## config.mk

```make
export PLATFORM = sky130hd
export DESIGN_NAME = circle_outline_point_generator
export DESIGN_NICKNAME = d
export VERILOG_FILES = /design/src/rtl/cop_pkg.sv /design/src/rtl/cop_in_stage.sv /design/src/rtl/cop_point_unit.sv /design/src/rtl/circle_outline_point_generator.sv
export SDC_FILE = /design/constraint.sdc
export NUM_CORES = 1
export LEC_CHECK = 0
export BUFFER_PORTS_ARGS = -buffer_cell sky130_fd_sc_hd__buf_2
export CAP_MARGIN = 25
export CORE_ASPECT_RATIO = 0.6
export CORE_MARGIN = 5
export CORE_UTILIZATION = 30
export DETAILED_ROUTE_END_ITERATION = 10
export HOLD_SLACK_MARGIN = 0.05
export PLACE_DENSITY_LB_ADDON = 0.1
export SLEW_MARGIN = 25
export SYNTH_ARGS = -nofsm -noshare
export SYNTH_HDL_FRONTEND = slang
export SYNTH_SLANG_ARGS = --single-unit
```

## constraint.sdc

```tcl
create_clock -name aclk -period 6.2 [get_ports aclk]
set_clock_uncertainty 0.05 [all_clocks]
set_input_delay 0.93 -clock aclk [delete_from_list [all_inputs] [get_ports aclk]]
set_output_delay 0.93 -clock aclk [all_outputs]
set_load 0.02 [all_outputs]
```

## src/rtl/cop_pkg.sv

```systemverilog
// ----------------------------------------------------------------------------
// cop_pkg: shared types and constants for the circle outline point generator
// Item, point and tracer state records, function and register codes.
// ----------------------------------------------------------------------------
package cop_pkg;

    localparam logic [10:0] MAX_GRID      = 11'd1024;
    localparam logic [10:0] GRID_RESET    = 11'd64;

    localparam logic        FUNC_START    = 1'b0;
    localparam logic        FUNC_NEXT     = 1'b1;

    localparam logic        REG_GRID_ROWS = 1'b0;
    localparam logic        REG_GRID_COLS = 1'b1;

    localparam logic [2:0]  LAST_OCTANT   = 3'd7;

    typedef struct packed {
        logic       func;
        logic [9:0] ctr_row;
        logic [9:0] ctr_col;
        logic [9:0] radius;
    } cop_item_t;

    typedef struct packed {
        logic signed [11:0] step_x;
        logic signed [11:0] step_y;
        logic signed [13:0] decision;
        logic [2:0]         octant;
        logic [9:0]         centre_row;
        logic [9:0]         centre_col;
        logic               running;
        logic               all_ok;
    } cop_state_t;

    typedef struct packed {
        logic signed [11:0] point_x;
        logic signed [11:0] point_y;
        logic               in_grid;
        logic               last;
        logic               all_in_grid;
    } cop_point_t;

endpackage

```

## src/rtl/cop_in_stage.sv

```systemverilog
// ----------------------------------------------------------------------------
// cop_in_stage: input register
// Captures one input transaction and holds it until the tracer takes it.
// ----------------------------------------------------------------------------
module cop_in_stage
    import cop_pkg::*;
(
    input  logic       aclk,
    input  logic       aresetn,
    input  logic       s_valid,
    output logic       s_ready,
    input  logic       s_func,
    input  logic [9:0] s_ctr_row,
    input  logic [9:0] s_ctr_col,
    input  logic [9:0] s_radius,
    output logic       item_valid,
    output cop_item_t  item,
    input  logic       item_take
);

    logic      valid_reg;
    cop_item_t item_reg;

    assign s_ready    = !valid_reg || item_take;
    assign item_valid = valid_reg;
    assign item       = item_reg;

    always_ff @(posedge aclk) begin
        if (!aresetn) begin
            valid_reg <= 1'b0;
        end else if (s_ready) begin
            valid_reg <= s_valid;
        end
    end

    always_ff @(posedge aclk) begin
        if (s_valid && s_ready) begin
            item_reg.func    <= s_func;
            item_reg.ctr_row <= s_ctr_row;
            item_reg.ctr_col <= s_ctr_col;
            item_reg.radius  <= s_radius;
        end
    end

endmodule

```

## src/rtl/cop_point_unit.sv

```systemverilog
// ----------------------------------------------------------------------------
// cop_point_unit: midpoint circle step logic
// Mirrors the current step into one octant point, checks it against the
// grid and works out the tracer state after this point.
// ----------------------------------------------------------------------------
module cop_point_unit
    import cop_pkg::*;
(
    input  cop_item_t   item,
    input  cop_state_t  state_cur,
    input  logic [10:0] grid_rows,
    input  logic [10:0] grid_cols,
    output logic        emit,
    output cop_point_t  point,
    output cop_state_t  state_next
);

    cop_state_t         eff;
    logic signed [11:0] a_ofs;
    logic signed [11:0] b_ofs;
    logic signed [12:0] px_full;
    logic signed [12:0] py_full;
    logic [11:0]        px;
    logic [11:0]        py;
    logic [10:0]        rows_eff;
    logic [10:0]        cols_eff;
    logic               ok;
    logic signed [11:0] x_inc;
    logic signed [11:0] y_dec;
    logic signed [13:0] diff;
    logic signed [13:0] x_inc_w;

    always_comb begin
        eff = state_cur;
        if (item.func == FUNC_START) begin
            eff.centre_row = item.ctr_row;
            eff.centre_col = item.ctr_col;
            eff.step_x     = 12'sd0;
            eff.step_y     = $signed({2'b00, item.radius});
            eff.decision   = 14'sd3 - $signed({3'b000, item.radius, 1'b0});
            eff.octant     = 3'd0;
            eff.all_ok     = 1'b1;
            eff.running    = 1'b1;
        end
    end

    assign emit = (item.func == FUNC_START) || state_cur.running;

    assign a_ofs   = eff.octant[2] ? eff.step_y : eff.step_x;
    assign b_ofs   = eff.octant[2] ? eff.step_x : eff.step_y;
    assign px_full = eff.octant[0]
                   ? $signed({3'b000, eff.centre_row}) - {a_ofs[11], a_ofs}
                   : $signed({3'b000, eff.centre_row}) + {a_ofs[11], a_ofs};
    assign py_full = eff.octant[1]
                   ? $signed({3'b000, eff.centre_col}) - {b_ofs[11], b_ofs}
                   : $signed({3'b000, eff.centre_col}) + {b_ofs[11], b_ofs};
    assign px      = px_full[11:0];
    assign py      = py_full[11:0];

    assign rows_eff = (grid_rows > MAX_GRID) ? MAX_GRID : grid_rows;
    assign cols_eff = (grid_cols > MAX_GRID) ? MAX_GRID : grid_cols;
    assign ok       = !px[11] && !py[11] && (px[10:0] < rows_eff) && (py[10:0] < cols_eff);

    assign x_inc   = eff.step_x + 12'sd1;
    assign y_dec   = eff.step_y - 12'sd1;
    assign x_inc_w = {{2{x_inc[11]}}, x_inc};
    assign diff    = x_inc_w - {{2{y_dec[11]}}, y_dec};

    always_comb begin
        state_next        = eff;
        state_next.all_ok = eff.all_ok && ok;
        point.last        = 1'b0;
        if (eff.octant == LAST_OCTANT) begin
            state_next.octant = 3'd0;
            if (eff.step_y >= eff.step_x) begin
                state_next.step_x = x_inc;
                if (eff.decision > 14'sd0) begin
                    state_next.step_y   = y_dec;
                    state_next.decision = eff.decision + (diff <<< 2) + 14'sd10;
                end else begin
                    state_next.decision = eff.decision + (x_inc_w <<< 2) + 14'sd6;
                end
            end else begin
                state_next.running = 1'b0;
                point.last         = 1'b1;
            end
        end else begin
            state_next.octant = eff.octant + 3'd1;
        end
        point.point_x     = px;
        point.point_y     = py;
        point.in_grid     = ok;
        point.all_in_grid = eff.all_ok && ok;
    end

endmodule

```

## src/rtl/circle_outline_point_generator.sv

```systemverilog
// Path: an accepted input transaction is held in the input register, then its
// point is held in the result register that drives m_*.
// Throughput: one transaction per cycle while m_* is not stalled; a start or next
// item each yields one point, a next item while idle yields none.
// Rate is set by the single tracer state register updated once per point.
// Reset: tracer idle, grid_rows and grid_cols 64, all pipeline stages empty.
// ----------------------------------------------------------------------------
// circle_outline_point_generator: midpoint circle outline rasterizer
// Emits the eight mirrored octant points of each step with grid checks.
// ----------------------------------------------------------------------------
module circle_outline_point_generator
    import cop_pkg::*;
(
    input  logic        aclk,
    input  logic        aresetn,
    input  logic        cfg_valid,
    output logic        cfg_ready,
    input  logic        cfg_index,
    input  logic [10:0] cfg_data,
    input  logic        s_valid,
    output logic        s_ready,
    input  logic        s_func,
    input  logic [9:0]  s_ctr_row,
    input  logic [9:0]  s_ctr_col,
    input  logic [9:0]  s_radius,
    output logic        m_valid,
    input  logic        m_ready,
    output logic [11:0] m_point_x,
    output logic [11:0] m_point_y,
    output logic        m_in_grid,
    output logic        m_last,
    output logic        m_all_in_grid
);

    logic        item_valid;
    cop_item_t   item;
    logic        item_take;
    logic        out_free;
    logic        emit;
    cop_point_t  point;
    cop_state_t  state_next;
    cop_state_t  state_reg;
    cop_point_t  point_reg;
    logic        m_valid_reg;
    logic [10:0] grid_rows_reg;
    logic [10:0] grid_cols_reg;

    cop_in_stage u_in_stage (
        .aclk       (aclk),
        .aresetn    (aresetn),
        .s_valid    (s_valid),
        .s_ready    (s_ready),
        .s_func     (s_func),
        .s_ctr_row  (s_ctr_row),
        .s_ctr_col  (s_ctr_col),
        .s_radius   (s_radius),
        .item_valid (item_valid),
        .item       (item),
        .item_take  (item_take)
    );

    cop_point_unit u_point_unit (
        .item       (item),
        .state_cur  (state_reg),
        .grid_rows  (grid_rows_reg),
        .grid_cols  (grid_cols_reg),
        .emit       (emit),
        .point      (point),
        .state_next (state_next)
    );

    assign out_free  = !m_valid_reg || m_ready;
    assign item_take = item_valid && out_free;
    assign cfg_ready = 1'b1;

    always_ff @(posedge aclk) begin
        if (!aresetn) begin
            grid_rows_reg <= GRID_RESET;
            grid_cols_reg <= GRID_RESET;
        end else if (cfg_valid && cfg_ready) begin
            unique case (cfg_index)
                REG_GRID_ROWS: grid_rows_reg <= cfg_data;
                REG_GRID_COLS: grid_cols_reg <= cfg_data;
                default:       grid_rows_reg <= grid_rows_reg;
            endcase
        end
    end

    always_ff @(posedge aclk) begin
        if (!aresetn) begin
            m_valid_reg <= 1'b0;
            state_reg   <= '{step_x: 12'sd0, step_y: 12'sd0, decision: 14'sd0,
                             octant: 3'd0, centre_row: 10'd0, centre_col: 10'd0,
                             running: 1'b0, all_ok: 1'b1};
        end else begin
            if (out_free) begin
                m_valid_reg <= item_take && emit;
            end
            if (item_take && emit) begin
                state_reg <= state_next;
            end
        end
    end

    always_ff @(posedge aclk) begin
        if (item_take && emit) begin
            point_reg <= point;
        end
    end

    assign m_valid       = m_valid_reg;
    assign m_point_x     = point_reg.point_x;
    assign m_point_y     = point_reg.point_y;
    assign m_in_grid     = point_reg.in_grid;
    assign m_last        = point_reg.last;
    assign m_all_in_grid = point_reg.all_in_grid;

`ifndef SYNTHESIS
    a_last_idle: assert property (@(posedge aclk) disable iff (!aresetn)
        m_valid && m_last |-> !state_reg.running)
        else $error("last point pending while tracer still running");

    a_all_follows: assert property (@(posedge aclk) disable iff (!aresetn)
        m_valid && !m_in_grid |-> !m_all_in_grid)
        else $error("all_in_grid set on an out-of-grid point");

    a_octant_idle: assert property (@(posedge aclk) disable iff (!aresetn)
        state_reg.octant != 3'd0 |-> state_reg.running)
        else $error("octant advanced while tracer idle");
`endif

endmodule
```

==> summary.md <==
| Metric | Value |
|---|---|
| Total gr overflow | 0 |
| FILL cells | 3847 |
| Slew Limit Fails | 0 |
| Reg2Reg Capture Point | state_reg[37]$_SDFFE_PN0P_ |
| GRT Total Usage | between 15 and 20% |
| Worst-margin pin slew | 0.895 ns |
| Most common cell after layout, fill and taps aside | nand2_1 |
| Worst-path clk slew | 0.07 ns |
| Max rail drop VDD | roughly 0.16 mV |
| Worst EP arrival | 5.97 ns |
| Area grow syn2layout | 14.5% |
| Fin. Hold Viols | 0 |
| # nets final | 1508 |
| Design Area, Final | 12700 µm² |
| Min-Delay Startpoint | state_reg[32]$_SDFFE_PN0P_ |
| Largest net degree at the start of global routing | 56 |
| Drt pass-1 iters | 5 |
| Vias/cell | ~5 |
| Depth of the worst register-to-register path | 23 |
| Reg power frac | 35.1% |
| Die footprint | 41200 µm² |
| Wirelength per Cell | ~20 µm |
| Post-synth EDFFs | 58 |
| Syn Inst Count | about 1300 |
| Placed insts | 1799 |
| Clk_lat worst skew | 0.45 ns |
| Hold path endpoint | state_reg[32]$_SDFFE_PN0P_ |
| Net Sw Frac | ~30% |
| Antenna violations before repair | 0 |
| Seq cells post-synth | 145 |
| Critical path class | flip-flop to flip-flop |
| CTS Hold Buffers Added | 0 |
| Combinational power share | 23.8% |
| Most frequent cells in the layout | 191 x nand2_1, 109 x ha_1, 87 x dfxtp_1 |
| Placed instance area | between 10000 and 15000 µm² |
| Via count | 9374 |
| CTS root buf | clkbuf_16 |
| Worst-path fanout max | 12 |
| # setup viols final | 0 |
| Crit path time final | 5.67 ns |
| P_sw | 912 µW |
| RSZ-0062 raised after global routing | no |
| Reg2reg start | u_in_stage.item[30]$_DFFE_PP_ |
| Final Util | 34.9% |
| Status | finished clean |
| Syn avg cell area | 8.66 µm² |
| Die width | 259 µm |
| DRT Wirelength | 35800 µm |
| Ant diodes | 0 |
| Netlist cell types | 83 |
| Pre-CTS setup slack | slightly below 0.4 ns |
| Layout cells sized above 1 | about 14% |
| Row cnt | 54 |
| Setup TNS | 0 ns |
| Ys async rst share | 0% |
| DRC Markers | 0 |
| Req. time, crit path | 6.50 ns |
| Core area | about 36000 µm² |
| R2R setup slack | about 0.53 ns |
| Mapped Nets | about 1400 |
| Slew margin rel. | 40.1% |
| Max frequency | 176 MHz |
| Clock buffer depth | 2 |
| Yosys warns | 0 |
| Final worst slack | about 0.53 ns |
| Layout Cells excl Fill | between 1500 and 2000 |
| # port buffers | 76 |
| Register area share after synthesis | between 30 and 40% |
| Antenna Violating Nets Remaining | 0 |
| Endpoint type of the worst setup path | flip-flop |
| Leakage power | roughly 5.2 nW |
| TritonCTS clock tree | built |
| Main synth FF type | dfxtp_1 |
| GPL Wtd Cong | 0.873 |
| Max Cap Viol | 0 |
| Clock power frac | about two fifths |
| Hold WC Path Type | flip-flop to flip-flop |
| Top Ports | 78 |
| Max FFs per register | 63 |
| Die H | 159 µm |
| Hold Path Depth | 2 |
| Tcrit/Tclk final | 91.4% |
| Initial DRC Count | 604 |
| Power density over the cells | between 200 and 250 nW/µm² |
| Synthesized area | 11100 µm² |
| Initial Utilization | between 30% and 40% |
| Startpoint Class | flip-flop |
| First-pass GRT wire length | between 50000 and 60000 µm |
| Internal power | approximately 2.1 mW |
| DP HPWL | 27900 µm |
| Clock sink total | 145 |
| TritonCTS Buffers | 17 |
| H-tree depth | 4 |
| Vias in the first global route | 8685 |
per-stage QoR:
stage,total power [mW],hold slack [ns]
floorplan,1.62,0.381
detailed placement,1.82,0.395
global placement,1.82,0.392
global route,3.21,0.428
CTS,3.08,0.404
finish,3.06,0.403
routing by layer:
layer | routed length, µm | GRT usage [%] | part of all wire [%] | up-vias
li1 | - | - | - | 4691
met1 | 20900 | 29.7 | 58 | 4419
met2 | 12300 | 19.9 | 34 | 244
met3 | 2340 | 4.26 | 6.5 | 20
met4 | 331 | 3.21 | 0.92 | 0
met5 | 0 | 0 | 0 | -
area by class of cell:
class | count | area [µm²] | area share, %
multi-input combinational | 1008 | 7110 | 55.8
clock buffer | 20 | 437 | 3.43
inverter | 68 | 255 | 2.00
tap | 476 | 596 | 4.67
sequential | 145 | 3480 | 27.3
clock inverter | 12 | 253 | 1.98
timing repair buffer | 106 | 609 | 4.78
critical path, cell delays in order, from the launching register on:
cell and delay [ns]:
edfxtp_1 0.36, buf_4 0.19, nor2b_1 0.21, a21oi_1 0.13, ha_1 0.29, xor2_1 0.18, ha_1 0.35, a21o_1 0.20
a21oi_1 0.24, o21ai_0 0.14, maj3_2 0.34, maj3_2 0.31, maj3_2 0.33, maj3_2 0.31, a21oi_2 0.14, xnor2_1 0.12
ha_1 0.25, ha_1 0.31, inv_1 0.10, or3_1 0.37, mux2i_1 0.13, nor3_1 0.06, or2_1 0.24, o311ai_1 0.21
power groups by stage:
stage,Sequential [mW],Clock (mW),Combinational (mW)
after detailed placement,1.10,0,0.720
after floorplan,1.09,0,0.523
after global routing,1.08,1.32,0.813
final,1.07,1.25,0.729
after global placement,1.10,0,0.720
after CTS,1.08,1.28,0.725
worst max-delay path by stage:
stage	start	endpoint	slack, ns	cells after the start
6_report	u_in_stage.item[30]$_DFFE_PP_	state_reg[37]$_SDFFE_PN0P_	0.53	23
5_1_grt	u_in_stage.item[30]$_DFFE_PP_	m_all_in_grid$_DFFE_PP_	0.13	25
4_1_cts	u_in_stage.item[30]$_DFFE_PP_	state_reg[37]$_SDFFE_PN0P_	0.37	22
3_5_place_dp	u_in_stage.item[30]$_DFFE_PP_	state_reg[37]$_SDFFE_PN0P_	0.39	22
3_3_place_gp	u_in_stage.item[30]$_DFFE_PP_	state_reg[37]$_SDFFE_PN0P_	0.45	22
2_1_floorplan	u_in_stage.item[30]$_DFFE_PP_	state_reg[37]$_SDFFE_PN0P_	0.01	27
kinds of logic after synthesis:
| kind of cell | after synthesis | share of synthesized area [%] |
|---|---|---|
| AND/OR/NAND/NOR | 428 | 18.2 |
| flip-flops | 145 | 31.3 |
| multiplexers | 56 | 5.49 |
| XOR/XNOR | 100 | 8.13 |
| adder cells (fa/ha/maj) | 119 | 13.6 |
| AO/OA/AOI/OAI | 304 | 18.2 |
| buffers and inverters | 132 | 4.97 |
| other | 1 | 0.0337 |
synthesized netlist by cell type (7+ instances only):
library cell    n  share of area [%]
ha_1          109                 12
a211oi_1        9               0.61
a21o_1         15                1.0
nor4_1          7               0.39
nor2b_1        32                1.8
xor2_1         29                2.3
dfxtp_1        87                 16
clkbuf_1       43                1.5
o211a_1         7               0.63
o21ai_0        70                3.1
a22oi_1         9               0.61
o211ai_1       12               0.81
xnor2_1        68                5.4
mux2_2         24                2.4
nor3_1         27                1.2
edfxtp_1       58                 16
nand2_1       191                6.4
mux2i_1        29                2.6
a21oi_1        59                2.7
o21a_1         12               0.81
a31oi_1        10               0.56
a21boi_0       51                3.4
buf_2          11               0.49
nand3_1        34                1.5
and2_1         10               0.56
nand4_1         9               0.51
nor2_1         67                2.3
nand2b_1       19                1.1
inv_1          63                2.1
what timing repair did:
action                     4_1_cts  5_1_grt
setup endpoints to repair        0        4
setup buffers                    0        4
resized for setup                0        2
No activity file was read; power rests on OpenSTA's default activity.
